==> src/sv/voig_pkg.sv <==
`default_nettype none

package voig_pkg;

   localparam int DEF_MAX_FACTORS = 16;
   localparam int DEF_MAX_STEPS   = 64;

   // field widths of the item on the response channel
   localparam int FACTOR_IDX_W = 4;
   localparam int STEP_IDX_W   = 6;
   localparam int VARIATE_W    = 10;

   // configuration register widths
   localparam int NUM_FACTORS_W = 5;
   localparam int NUM_STEPS_W   = 7;
   localparam int ORDER_W       = 2;
   localparam int CSR_IDX_W     = 2;
   localparam int CSR_DATA_W    = 7;

   localparam logic [CSR_IDX_W-1:0] REG_NUM_FACTORS = 2'd0;
   localparam logic [CSR_IDX_W-1:0] REG_NUM_STEPS   = 2'd1;
   localparam logic [CSR_IDX_W-1:0] REG_WALK_ORDER  = 2'd2;

   localparam logic [ORDER_W-1:0] ORDER_STEP = 2'd1;
   localparam logic [ORDER_W-1:0] ORDER_DIAG = 2'd2;

   typedef struct packed {
      logic [NUM_FACTORS_W-1:0] num_factors;
      logic [NUM_STEPS_W-1:0]   num_steps;
      logic [ORDER_W-1:0]       walk_order;
   } voig_cfg_type;

   typedef struct packed {
      logic [FACTOR_IDX_W-1:0] factor_index;
      logic [STEP_IDX_W-1:0]   step_index;
      logic [VARIATE_W-1:0]    variate_number;
      logic                    last_of_walk;
   } voig_cell_type;

endpackage

`default_nettype wire

==> src/sv/voig_req_if.sv <==
`default_nettype none

interface voig_req_if ();
   logic valid;
   logic ready;
   logic restart;

   modport source (output valid, output restart, input ready);
   modport sink (input valid, input restart, output ready);
endinterface

`default_nettype wire

==> src/sv/voig_rsp_if.sv <==
`default_nettype none

interface voig_rsp_if import voig_pkg::*; ();
   logic                    valid;
   logic                    ready;
   logic [FACTOR_IDX_W-1:0] factor_index;
   logic [STEP_IDX_W-1:0]   step_index;
   logic [VARIATE_W-1:0]    variate_number;
   logic                    last_of_walk;

   modport source (output valid, output factor_index, output step_index,
                   output variate_number, output last_of_walk, input ready);
   modport sink (input valid, input factor_index, input step_index,
                 input variate_number, input last_of_walk, output ready);
endinterface

`default_nettype wire

==> src/sv/voig_walk.sv <==
`default_nettype none

module voig_walk import voig_pkg::*; #(
   parameter int MAX_FACTORS = DEF_MAX_FACTORS,
   parameter int MAX_STEPS   = DEF_MAX_STEPS
) (
   input  wire logic          clock,
   input  wire logic          reset,
   input  wire voig_cfg_type  cfg,
   input  wire logic          advance,
   input  wire logic          restart,
   output voig_cell_type      pos
);

   localparam int FW   = (MAX_FACTORS > 1) ? $clog2(MAX_FACTORS) : 1;
   localparam int SW   = (MAX_STEPS > 1) ? $clog2(MAX_STEPS) : 1;
   localparam int CW   = (MAX_FACTORS * MAX_STEPS > 1) ? $clog2(MAX_FACTORS * MAX_STEPS) : 1;
   localparam int NFW  = $clog2(MAX_FACTORS + 1);
   localparam int NSW  = $clog2(MAX_STEPS + 1);
   localparam int PW   = NFW + NSW;
   // one spare bit: a position may step one past the table after an order change
   localparam int FSW  = FW + 1;
   localparam int SSW  = SW + 1;

   logic [NFW-1:0] nf_c;
   logic [NSW-1:0] ns_c;
   logic [PW-1:0]  cells_c;

   logic [FW-1:0]  nf_m1_ff, nf_m1_in;
   logic [SW-1:0]  ns_m1_ff, ns_m1_in;
   logic [CW-1:0]  cells_m1_ff, cells_m1_in;
   logic [ORDER_W-1:0] order_ff, order_in;

   logic [FSW-1:0] cf_ff, cf_in, dsf_ff, dsf_in;
   logic [SSW-1:0] cs_ff, cs_in, dss_ff, dss_in;
   logic [CW-1:0]  cnt_ff, cnt_in;

   logic           fresh;
   logic           last;
   logic [FSW-1:0] eff_cf, eff_dsf, nf_m1_x;
   logic [SSW-1:0] eff_cs, eff_dss, ns_m1_x;
   logic [CW-1:0]  eff_cnt;

   // clamped table size, registered once so the item path sees no multiplier
   always_comb begin
      if (cfg.num_factors == '0) begin
         nf_c = NFW'(1);
      end else if (int'(cfg.num_factors) > MAX_FACTORS) begin
         nf_c = NFW'(MAX_FACTORS);
      end else begin
         nf_c = NFW'(cfg.num_factors);
      end
      if (cfg.num_steps == '0) begin
         ns_c = NSW'(1);
      end else if (int'(cfg.num_steps) > MAX_STEPS) begin
         ns_c = NSW'(MAX_STEPS);
      end else begin
         ns_c = NSW'(cfg.num_steps);
      end
      cells_c     = PW'(nf_c) * PW'(ns_c);
      nf_m1_in    = FW'(nf_c - 1'b1);
      ns_m1_in    = SW'(ns_c - 1'b1);
      cells_m1_in = CW'(cells_c - 1'b1);
      order_in    = cfg.walk_order;
   end

   always_ff @(posedge clock) begin
      if (reset) begin
         nf_m1_ff    <= '0;
         ns_m1_ff    <= '0;
         cells_m1_ff <= '0;
         order_ff    <= '0;
      end else begin
         nf_m1_ff    <= nf_m1_in;
         ns_m1_ff    <= ns_m1_in;
         cells_m1_ff <= cells_m1_in;
         order_ff    <= order_in;
      end
   end

   always_comb begin
      nf_m1_x = FSW'(nf_m1_ff);
      ns_m1_x = SSW'(ns_m1_ff);
      fresh = restart || (cf_ff > nf_m1_x) || (cs_ff > ns_m1_x) ||
              (dsf_ff > nf_m1_x) || (dss_ff > ns_m1_x) || (cnt_ff > cells_m1_ff);
      if (fresh) begin
         eff_cf  = '0;
         eff_cs  = '0;
         eff_dsf = '0;
         eff_dss = '0;
         eff_cnt = '0;
      end else begin
         eff_cf  = cf_ff;
         eff_cs  = cs_ff;
         eff_dsf = dsf_ff;
         eff_dss = dss_ff;
         eff_cnt = cnt_ff;
      end
      last = (eff_cnt == cells_m1_ff);

      pos.factor_index   = FACTOR_IDX_W'(eff_cf);
      pos.step_index     = STEP_IDX_W'(eff_cs);
      pos.variate_number = VARIATE_W'(eff_cnt);
      pos.last_of_walk   = last;

      cf_in  = eff_cf;
      cs_in  = eff_cs;
      dsf_in = eff_dsf;
      dss_in = eff_dss;
      cnt_in = CW'(eff_cnt + 1'b1);
      case (order_ff)
         ORDER_STEP: begin
            if (eff_cf == nf_m1_x) begin
               cf_in = '0;
               cs_in = SSW'(eff_cs + 1'b1);
            end else begin
               cf_in = FSW'(eff_cf + 1'b1);
            end
         end
         ORDER_DIAG: begin
            if (eff_cf == '0 || eff_cs == ns_m1_x) begin
               // next anti-diagonal
               if (eff_dsf != nf_m1_x) begin
                  dsf_in = FSW'(eff_dsf + 1'b1);
                  dss_in = '0;
               end else begin
                  dsf_in = nf_m1_x;
                  dss_in = SSW'(eff_dss + 1'b1);
               end
               cf_in = dsf_in;
               cs_in = dss_in;
            end else begin
               cf_in = FSW'(eff_cf - 1'b1);
               cs_in = SSW'(eff_cs + 1'b1);
            end
         end
         default: begin
            if (eff_cs != ns_m1_x) begin
               cs_in = SSW'(eff_cs + 1'b1);
            end else begin
               cs_in = '0;
               cf_in = FSW'(eff_cf + 1'b1);
            end
         end
      endcase
      if (last) begin
         cf_in  = '0;
         cs_in  = '0;
         dsf_in = '0;
         dss_in = '0;
         cnt_in = '0;
      end
   end

   always_ff @(posedge clock) begin
      if (reset) begin
         cf_ff  <= '0;
         cs_ff  <= '0;
         dsf_ff <= '0;
         dss_ff <= '0;
         cnt_ff <= '0;
      end else if (advance) begin
         cf_ff  <= cf_in;
         cs_ff  <= cs_in;
         dsf_ff <= dsf_in;
         dss_ff <= dss_in;
         cnt_ff <= cnt_in;
      end
   end

   a_last_clears: assert property (@(posedge clock) disable iff (reset)
      advance && last |=> cnt_ff == '0 && cf_ff == '0 && cs_ff == '0)
      else $error("walk did not start over after the last cell");

   a_restart_zero: assert property (@(posedge clock) disable iff (reset)
      advance && restart |-> pos.variate_number == '0 && pos.factor_index == '0 &&
                             pos.step_index == '0)
      else $error("restart item not at the first cell");

   a_count_steps: assert property (@(posedge clock) disable iff (reset)
      advance && !last |=> cnt_ff == CW'($past(eff_cnt) + 1'b1))
      else $error("variate count did not advance by one");

   a_hold_idle: assert property (@(posedge clock) disable iff (reset)
      !advance |=> $stable(cnt_ff) && $stable(cf_ff) && $stable(cs_ff))
      else $error("walk state moved without an item");

endmodule

`default_nettype wire

==> src/sv/variate_order_index_generator.sv <==
`default_nettype none

// Variate order index generator. Each item on req_chan yields one item on
// rsp_chan: the (factor, step) cell of a num_factors x num_steps table that
// takes the next variate number, the number itself, and a flag on the last
// cell of the table; the item after it starts a new walk, as does restart.
// walk_order selects factor-major (0 or 3), step-major (1) or anti-diagonal
// (2) order. Throughput is one item per clock while rsp_chan takes results;
// an item passes the input register and then the result register, and the
// next-cell logic between them is the only path an item takes. Configuration writes on
// the csr_ port take effect for items accepted from the cycle after the write.
module variate_order_index_generator import voig_pkg::*; #(
   parameter int MAX_FACTORS = DEF_MAX_FACTORS,
   parameter int MAX_STEPS   = DEF_MAX_STEPS
) (
   input  wire logic                  clock,
   input  wire logic                  reset,
   input  wire logic                  csr_we,
   input  wire logic [CSR_IDX_W-1:0]  csr_index,
   input  wire logic [CSR_DATA_W-1:0] csr_wdata,
   voig_req_if.sink                   req_chan,
   voig_rsp_if.source                 rsp_chan
);

   voig_cfg_type  cfg_ff, cfg_in;
   logic          s1_valid_ff, s1_valid_in;
   logic          s1_restart_ff, s1_restart_in;
   logic          out_valid_ff, out_valid_in;
   voig_cell_type out_cell_ff, out_cell_in;
   voig_cell_type walk_pos;
   logic          out_free;
   logic          s1_go;
   logic          req_fire;

   always_comb begin
      cfg_in = cfg_ff;
      if (csr_we) begin
         case (csr_index)
            REG_NUM_FACTORS: cfg_in.num_factors = csr_wdata[NUM_FACTORS_W-1:0];
            REG_NUM_STEPS:   cfg_in.num_steps   = csr_wdata[NUM_STEPS_W-1:0];
            REG_WALK_ORDER:  cfg_in.walk_order  = csr_wdata[ORDER_W-1:0];
            default: begin
            end
         endcase
      end
   end

   always_ff @(posedge clock) begin
      if (reset) begin
         cfg_ff.num_factors <= NUM_FACTORS_W'(1);
         cfg_ff.num_steps   <= NUM_STEPS_W'(1);
         cfg_ff.walk_order  <= '0;
      end else begin
         cfg_ff <= cfg_in;
      end
   end

   assign out_free       = !out_valid_ff || rsp_chan.ready;
   assign s1_go          = s1_valid_ff && out_free;
   assign req_chan.ready = !s1_valid_ff || out_free;
   assign req_fire       = req_chan.valid && req_chan.ready;

   always_comb begin
      s1_valid_in   = s1_valid_ff;
      s1_restart_in = s1_restart_ff;
      if (req_fire) begin
         s1_valid_in   = 1'b1;
         s1_restart_in = req_chan.restart;
      end else if (s1_go) begin
         s1_valid_in = 1'b0;
      end

      out_valid_in = out_valid_ff;
      out_cell_in  = out_cell_ff;
      if (s1_go) begin
         out_valid_in = 1'b1;
         out_cell_in  = walk_pos;
      end else if (rsp_chan.ready) begin
         out_valid_in = 1'b0;
      end
   end

   always_ff @(posedge clock) begin
      if (reset) begin
         s1_valid_ff  <= 1'b0;
         out_valid_ff <= 1'b0;
      end else begin
         s1_valid_ff  <= s1_valid_in;
         out_valid_ff <= out_valid_in;
      end
   end

   always_ff @(posedge clock) begin
      s1_restart_ff <= s1_restart_in;
      out_cell_ff   <= out_cell_in;
   end

   voig_walk #(
      .MAX_FACTORS (MAX_FACTORS),
      .MAX_STEPS   (MAX_STEPS)
   ) u_walk (
      .clock   (clock),
      .reset   (reset),
      .cfg     (cfg_ff),
      .advance (s1_go),
      .restart (s1_restart_ff),
      .pos     (walk_pos)
   );

   assign rsp_chan.valid          = out_valid_ff;
   assign rsp_chan.factor_index   = out_cell_ff.factor_index;
   assign rsp_chan.step_index     = out_cell_ff.step_index;
   assign rsp_chan.variate_number = out_cell_ff.variate_number;
   assign rsp_chan.last_of_walk   = out_cell_ff.last_of_walk;

endmodule

`default_nettype wire
==> src/flat_wrapper.sv <==
// flat-port wrapper written by rule: the top's interface ports become plain ports
module variate_order_index_generator_flat import voig_pkg::*;
#(
   parameter int MAX_FACTORS = DEF_MAX_FACTORS,
   parameter int MAX_STEPS   = DEF_MAX_STEPS
)
  (clock, reset, csr_we, csr_index, csr_wdata, req_chan_valid, req_chan_restart, req_chan_ready, rsp_chan_valid, rsp_chan_factor_index, rsp_chan_step_index, rsp_chan_variate_number, rsp_chan_last_of_walk, rsp_chan_ready);
  voig_req_if req_chan_i ();
  voig_rsp_if rsp_chan_i ();
  input  wire logic clock;
  input  wire logic reset;
  input  wire logic csr_we;
  input  wire logic [CSR_IDX_W-1:0] csr_index;
  input  wire logic [CSR_DATA_W-1:0] csr_wdata;
  input wire logic [$bits(req_chan_i.valid)-1:0] req_chan_valid;
  input wire logic [$bits(req_chan_i.restart)-1:0] req_chan_restart;
  output wire logic [$bits(req_chan_i.ready)-1:0] req_chan_ready;
  output wire logic [$bits(rsp_chan_i.valid)-1:0] rsp_chan_valid;
  output wire logic [$bits(rsp_chan_i.factor_index)-1:0] rsp_chan_factor_index;
  output wire logic [$bits(rsp_chan_i.step_index)-1:0] rsp_chan_step_index;
  output wire logic [$bits(rsp_chan_i.variate_number)-1:0] rsp_chan_variate_number;
  output wire logic [$bits(rsp_chan_i.last_of_walk)-1:0] rsp_chan_last_of_walk;
  input wire logic [$bits(rsp_chan_i.ready)-1:0] rsp_chan_ready;
  assign req_chan_i.valid = req_chan_valid;
  assign req_chan_i.restart = req_chan_restart;
  assign req_chan_ready = req_chan_i.ready;
  assign rsp_chan_valid = rsp_chan_i.valid;
  assign rsp_chan_factor_index = rsp_chan_i.factor_index;
  assign rsp_chan_step_index = rsp_chan_i.step_index;
  assign rsp_chan_variate_number = rsp_chan_i.variate_number;
  assign rsp_chan_last_of_walk = rsp_chan_i.last_of_walk;
  assign rsp_chan_i.ready = rsp_chan_ready;
  variate_order_index_generator #(.MAX_FACTORS(MAX_FACTORS), .MAX_STEPS(MAX_STEPS)) u_core (.clock(clock), .reset(reset), .csr_we(csr_we), .csr_index(csr_index), .csr_wdata(csr_wdata), .req_chan(req_chan_i), .rsp_chan(rsp_chan_i));
endmodule
==> config.mk <==
export PLATFORM = sky130hd
export DESIGN_NAME = variate_order_index_generator_flat
export DESIGN_NICKNAME = d
export VERILOG_FILES = /design/src/sv/voig_pkg.sv /design/src/sv/voig_req_if.sv /design/src/sv/voig_rsp_if.sv /design/src/sv/voig_walk.sv /design/src/sv/variate_order_index_generator.sv /design/src/flat_wrapper.sv
export SDC_FILE = /design/constraint.sdc
export NUM_CORES = 1
export LEC_CHECK = 0
export BUFFER_PORTS_ARGS = -buffer_cell sky130_fd_sc_hd__clkbuf_2
export CAP_MARGIN = 5
export CORE_ASPECT_RATIO = 1.25
export CORE_UTILIZATION = 45
export CTS_BUF_LIST = sky130_fd_sc_hd__clkbuf_4
export DETAILED_ROUTE_END_ITERATION = 16
export GPL_TIMING_DRIVEN = 0
export PLACE_DENSITY_LB_ADDON = 0.05
export SKIP_CTS_REPAIR_TIMING = 1
export SLEW_MARGIN = 5
export SYNTH_ARGS = -nofsm -noshare
export SYNTH_HDL_FRONTEND = slang
export SYNTH_SLANG_ARGS = --single-unit
==> constraint.sdc <==
create_clock -name clock -period 3.6 [get_ports clock]
set_input_delay 0.72 -clock clock [delete_from_list [all_inputs] [get_ports clock]]
set_output_delay 0.72 -clock clock [all_outputs]
set_load 0.02 [all_outputs]
==> flow_summary.toml, run 1 <==
[logic_synthesis]
synth_edf_count = 22
synthAdderAreaFrac_pct = 15.8
muxShareOfSynthArea_pct = 2.81
ys_seq_elements = 94
synth_top_family_by_area = "simple AND/OR/NAND/NOR gates"
synthXorXnorAreaFrac_pct = 5.40
yosysSeqAreaShare_pct = 30.8
synth.distinct_cells = 73
netlist_area_sq_mm = 0.00681
avgSynthCellArea_sq_um = 8.55
yosys.area_share.simple_pct = 21.5
synthFlopType = "dfxtp_1"
yosys_warnings = 0
async_reset_ff_share_pct = 0
synth_compound_gate_area_share_pct = 17.0
syn_nets = 887
syn_inst = 797

[power]
finalPower_mw = 2.76
powerDensity_mw_per_mm2 = 345
clockPowerShare_pct = 22.5
ir_drop_v = 0.000189
swShare_pct = 36.1
switchingPower_uw = 998
seq_power_share_pct = 43.2
p_leak_nw = 3.29
power_frac_comb_pct = 34.3
p_int_mw = 1.76

[floorplan]
rows = 49
die_h_um = 140
boundaryPins = 38
die-area_sq_mm = 0.0156
start_util_pct = 46.7
coreArea_sq_mm = 0.0146
die-width_um = 112

[timing]
rsz0062_at_grt = "yes"
hold_violations = 0
fin_setup_tns_ns = -0.828
fin_worst_skew_ns = 0.0226
worst_pin_slew_ns = 1.07
min_period_ns = 3.75
finalCritPeriodShare_pct = 104
maxSlewHeadroom_pct = 28.8
drv_slew = 0
hold_ws_ns = 0.400
clock.fmax_mhz = 267
setup_violations = 12
setup_ws_ns = -0.147

[setup_path]
cpMaxStageDelayCell = "fa_1"
r2r_cells = 19
crit_fanout = 4
start_kind = "flop"
critPathBufInv = 3
critPathTopFamily = "adder cells"
path_class = "flop to flop"
worst_path_largest_cell_delay_ns = 0.51
crit_path_frequent_cell = "inv_1"
worstPathRequired_ns = 3.96
crit_cells = 19
path_cells = "nor3_2, nor2_1, nor2_2, nand2_1, fa_1, inv_1, ha_1, inv_1, fa_1, inv_1, ha_1, a21o_1, a21oi_4, o21bai_4, a21oi_2, o21bai_1, a21oi_2, xnor2_1, nor2_1"
worstPathArrival_ns = 4.10
cp-end-kind = "flop"

[clocking]
cts.clk_slew.worst_paths_ns = 0.15
clk_root_buffer_cell = "clkbuf_4"
cts_tree = "yes"
worstSkewPairLatency_ns = 0.49
cts_made_buffers = 9
h-tree-depth = 3
cts.sinks = 94
clockBufferDepth = 2

[final_layout]
final_area_sq_mm = 0.00799
regArea_sq_mm = 0.00216
area_growth_pct = 17.3
finalNonFillerCells = 1053
fill_cells = 1353
nets = 959
final_util_pct = 54.8
drive_above_1_share_pct = 22.0
multi_input_area_sq_mm = 0.00456

[route]
routedWlPerCell_um = 18.5
remaining_drc_errors = 2
num_vias = 6134
antenna_left = 0
drt_pre_antenna_iters = 13
vias_per_cell = 5.83
drt_iter0_markers = 410
wirelength_um = 19500

[placed_design]
pre_cts_slack_ns = -1.26
place_area_sq_mm = 0.00727
place.gp.congestion = 0.903
dp_hpwl_um = 14800
port_buffers = 37
dp.cells = 1012

[global_routing]
grt.overflow.total = 0
grt_pass1_vias = 5909
antenna_found_initial = 1
grtUsageTotal_pct = 25.2
grt_max_degree = 26
grt_pass1_wl_um = 30600

[min_path]
min_path_cells = 1
holdCritPathClass = "primary input to flop"

[run]
maxCapViolations = 0

[run_status]
status = "finished, violations left"
failed_checks = "design-rule violations, negative setup slack"
==> synth_stat cells (all sizes together) (22+ instances only) <==
| cell type | instances | area [sq um] |
|---|---|---|
| xnor2 | 28 | 245 |
| nor2 | 92 | 345 |
| nand3 | 28 | 140 |
| o21ai | 35 | 175 |
| inv | 80 | 300 |
| clkbuf | 24 | 90.1 |
| edfxtp | 22 | 661 |
| ha | 57 | 713 |
| a21oi | 29 | 145 |
| nand2 | 59 | 224 |
| dfxtp | 72 | 1440 |
==> per-layer routing <==
layer	vias up	track usage (%)	share of wire (%)
li1	2941	-	-
met3	37	4.75	5.4
met1	2935	30.3	42
met4	0	9.75	2.7
met2	221	44.1	50
met5	-	0	0
==> registers in the layout, indices dropped and copies added, names as in the netlist <==
name,flops
u_core.u_walk.cf_ff,5
u_core.s1_valid_ff,1
u_core.rsp_chan.factor_index,4
u_core.u_walk.nf_m1_ff,4
u_core.rsp_chan.last_of_walk,1
u_core.u_walk.dss_ff,7
u_core.u_walk.ns_m1_ff,6
u_core.u_walk.cs_ff,7
u_core.rsp_chan.step_index,6
u_core.u_walk.cnt_ff,10
u_core.rsp_chan.variate_number,10
u_core.u_walk.cells_m1_ff,10
u_core.cfg_ff,14
u_core.s1_restart_ff,1
u_core.u_walk.order_ff,2
u_core.rsp_chan.valid,1
u_core.u_walk.dsf_ff,5
==> kinds of logic after synthesis <==
kind of cell,count (synthesis)
XOR/XNOR,42
flip-flops,94
AND/OR/NAND/NOR,296
buffers and inverters,115
adder cells (fa/ha/maj),75
multiplexers,19
AO/OA/AOI/OAI,156
==> cell type report <==
cell class              count  area share, %
multi-input cells         588           57.0
clock inverters             6          0.861
flip-flops and latches     94           27.0
clock buffers              10          0.939
inverters                  80           3.76
repair buffers             62           4.96
diodes                      1         0.0313
plain buffers              34           2.63
well taps                 178           2.79
==> worst paths after layout <==
| path | from | to | slack (ns) |
|---|---|---|---|
| worst max-delay path | u_core.cfg_ff[12] | u_core.u_walk.cells_m1_ff[9] | -0.15 |
| worst min-delay path | req_chan_restart | u_core.s1_restart_ff | 0.40 |
| worst min register to register | u_core.cfg_ff[0] | u_core.u_walk.order_ff[0] | 0.48 |
| worst max register to register | u_core.cfg_ff[12] | u_core.u_walk.cells_m1_ff[9] | -0.15 |
==> cell usage in the layout (no fill, tap or decap), types with 15 or more instances in the layout <==
cell type | netlist | routed
xnor2_1 | 28 | 28
clkbuf_1 | 24 | 15
inv_1 | 80 | 73
and2_1 | 19 | 18
dfxtp_1 | 72 | 43
clkbuf_2 | 0 | 38
mux2i_1 | 18 | 18
fa_1 | 18 | 17
o21ai_0 | 32 | 29
dfxtp_2 | 0 | 20
edfxtp_1 | 22 | 22
buf_4 | 2 | 24
ha_1 | 57 | 50
nand3_1 | 28 | 27
nor2_1 | 92 | 80
nand2_1 | 58 | 55
nand4_1 | 18 | 18
a21oi_1 | 29 | 24
==> power groups by stage <==
| stage | Clock (mW) | Combinational [mW] | Sequential (mW) |
|---|---|---|---|
| after floorplan | 0 | 0.520 | 1.21 |
| after global placement | 0 | 0.725 | 1.21 |
| after detailed placement | 0 | 0.735 | 1.21 |
| after CTS | 0.636 | 0.739 | 1.19 |
| after global routing | 0.679 | 1.03 | 1.20 |
| final | 0.622 | 0.948 | 1.19 |
Power figures use the tool's default switching activity.
==> inputs of run 2 (changes only) <==
CELL_PAD_IN_SITES_DETAIL_PLACEMENT = 1   (was not set)
CELL_PAD_IN_SITES_GLOBAL_PLACEMENT = 1   (was not set)
CORE_UTILIZATION = 44   (was 45)
SLEW_MARGIN = not set   (was 5)
==> run 2 against run 1 <==
  * The flow finishes with violations (negative setup slack)
  * Final area up 1.3%
  * Critical path depth is 1 higher
  * Sequential share of layout area is 0.58 points lower
  * Maximum frequency decreased by 5.3%
  * Wire length up 12%
  * Register-to-register slack got worse by 0.21 ns
  * Cell count grew 3.0%
  * Clock power rose by 11%
==> flow_summary.toml, run 2 (same netlist as run 1, synthesis figures left out) <==
[timing]
fin_setup_tns_ns = -1.85
fin_worst_skew_ns = 0.0391
rsz0062_at_grt = "yes"
setup_violations = 19
worst_pin_slew_ns = 1.14
maxSlewHeadroom_pct = 24.2
clock.fmax_mhz = 253
min_period_ns = 3.96
setup_ws_ns = -0.356
hold_violations = 0
drv_slew = 0
finalCritPeriodShare_pct = 110

[final_layout]
largest_reg_flops = 14
area_growth_pct = 18.8
regArea_sq_mm = 0.00214
layout_common_cells = "nor2_1, inv_1, nand2_1"
multi_input_area_sq_mm = 0.00458
fill_cells = 1812
finalNonFillerCells = 1085
drive_above_1_share_pct = 20.8
layout_commonest_cell = "nor2_1"
top_register = "u_core.cfg_ff"
nets = 961

[setup_path]
reg2reg_to = "u_core.u_walk.cells_m1_ff[9]"
crit_cells = 20
r2r_cells = 20
path_class = "flop to flop"
crit_fanout = 4
r2r_setup_slack_ns = -0.36
worstPathRequired_ns = 3.97
critPathTopFamily = "adder cells"
cpMaxStageDelayCell = "fa_1"
r2r-start = "u_core.cfg_ff[3]"
critPathBufInv = 3
start_kind = "flop"
worstPathArrival_ns = 4.32
path_cells = "nor3_2, nand2_1, nor2_2, nor2_2, nor2_4, buf_6, nand2_4, ha_4, fa_1, fa_1, inv_2, ha_4, buf_6, a21oi_4, o21bai_1, a21oi_2, o21bai_1, a21oi_2, xnor2_1, nor2_1"
worst_path_largest_cell_delay_ns = 0.53
cp-end-kind = "flop"

[power]
ir_drop_v = 0.000191
finalPower_mw = 2.86
powerDensity_mw_per_mm2 = 353
p_leak_nw = 3.33

[route]
num_vias = 6288
routedWlPerCell_um = 20.1
wirelength_um = 21800
drt_iter0_markers = 415
drt_pre_antenna_iters = 5
vias_per_cell = 5.80
antenna_left = 0
remaining_drc_errors = 0

[floorplan]
die-area_sq_mm = 0.0160
die_h_um = 141
start_util_pct = 45.2
coreArea_sq_mm = 0.0151
rows = 50
die-width_um = 113
boundaryPins = 38

[global_routing]
antenna_found_initial = 1
grt_pass1_vias = 6474
grt_pass1_wl_um = 34100
grt.overflow.total = 0
grtUsageTotal_pct = 27.5
grt_max_degree = 26

[clocking]
cts.clk_slew.worst_paths_ns = 0.16
clk_root_buffer_cell = "clkbuf_4"
worstSkewPairLatency_ns = 0.51
clockBufferDepth = 2
h-tree-depth = 3
cts_tree = "yes"
cts.sinks = 94
cts_made_buffers = 9

[placed_design]
pre_cts_slack_ns = -1.44
dp_hpwl_um = 16300
place.gp.congestion = 0.887
dp.cells = 1042
port_buffers = 37

[min_path]
hold_path.startpoint = "req_chan_restart"
min_path_cells = 1
holdCritPathClass = "primary input to flop"
whs_endpoint = "u_core.s1_restart_ff"

[run_status]
failed_checks = "negative setup slack"
status = "finished, violations left"

[run]
maxCapViolations = 0
## run 2: layout make-up
class,count,share of cell area (%)
Tap cell,208,3.21
Multi-Input combinational cell,588,56.6
Timing Repair Buffer,64,5.30
Antenna cell,1,0.0309
Clock inverter,6,1.16
Clock buffer,10,0.927
Buffer,34,2.60
Inverter,80,3.74
Sequential cell,94,26.5
## run 2: per-layer routing
layer	part of all wire, %	GRT usage [%]	vias to the layer above	wire length (um)
met1	41	32.7	3144	8890
met2	54	50.3	151	11700
met3	3.4	3.35	41	746
met4	2.3	10.4	0	501
li1	-	-	2952	-
met5	0	0	-	0
## run 2: power by group
group	total [mW]	internal [mW]	switching, mW
logic	0.972	0.410	0.562
registers	1.20	1.13	0.0616
clock network	0.693	0.294	0.399
total	2.86	1.84	1.02
## run 2: metrics by stage
stage | hold slack [ns] | util [%] | instance area, sq um
2_1_floorplan | 0.433 | - | 6860
3_3_place_gp | 0.459 | 48.4 | 7300
3_5_place_dp | 0.464 | 48.4 | 7300
4_1_cts | 0.393 | 49.6 | 7470
5_1_grt | 0.396 | 53.7 | 8100
6_report | 0.410 | 53.7 | 8100
## run 2: worst max path at each step
stage                              startpoint                            to  slack (ns)
floorplan                   u_core.cfg_ff[10]  u_core.u_walk.cells_m1_ff[9]       -0.04
global placement    u_core.u_walk.ns_m1_ff[4]       u_core.u_walk.cnt_ff[8]       -1.33
global route                 u_core.cfg_ff[3]  u_core.u_walk.cells_m1_ff[9]       -0.55
finish                       u_core.cfg_ff[3]  u_core.u_walk.cells_m1_ff[9]       -0.36
detailed placement  u_core.u_walk.ns_m1_ff[4]       u_core.u_walk.cnt_ff[8]       -1.44
CTS                 u_core.u_walk.ns_m1_ff[4]       u_core.u_walk.cnt_ff[8]       -1.46
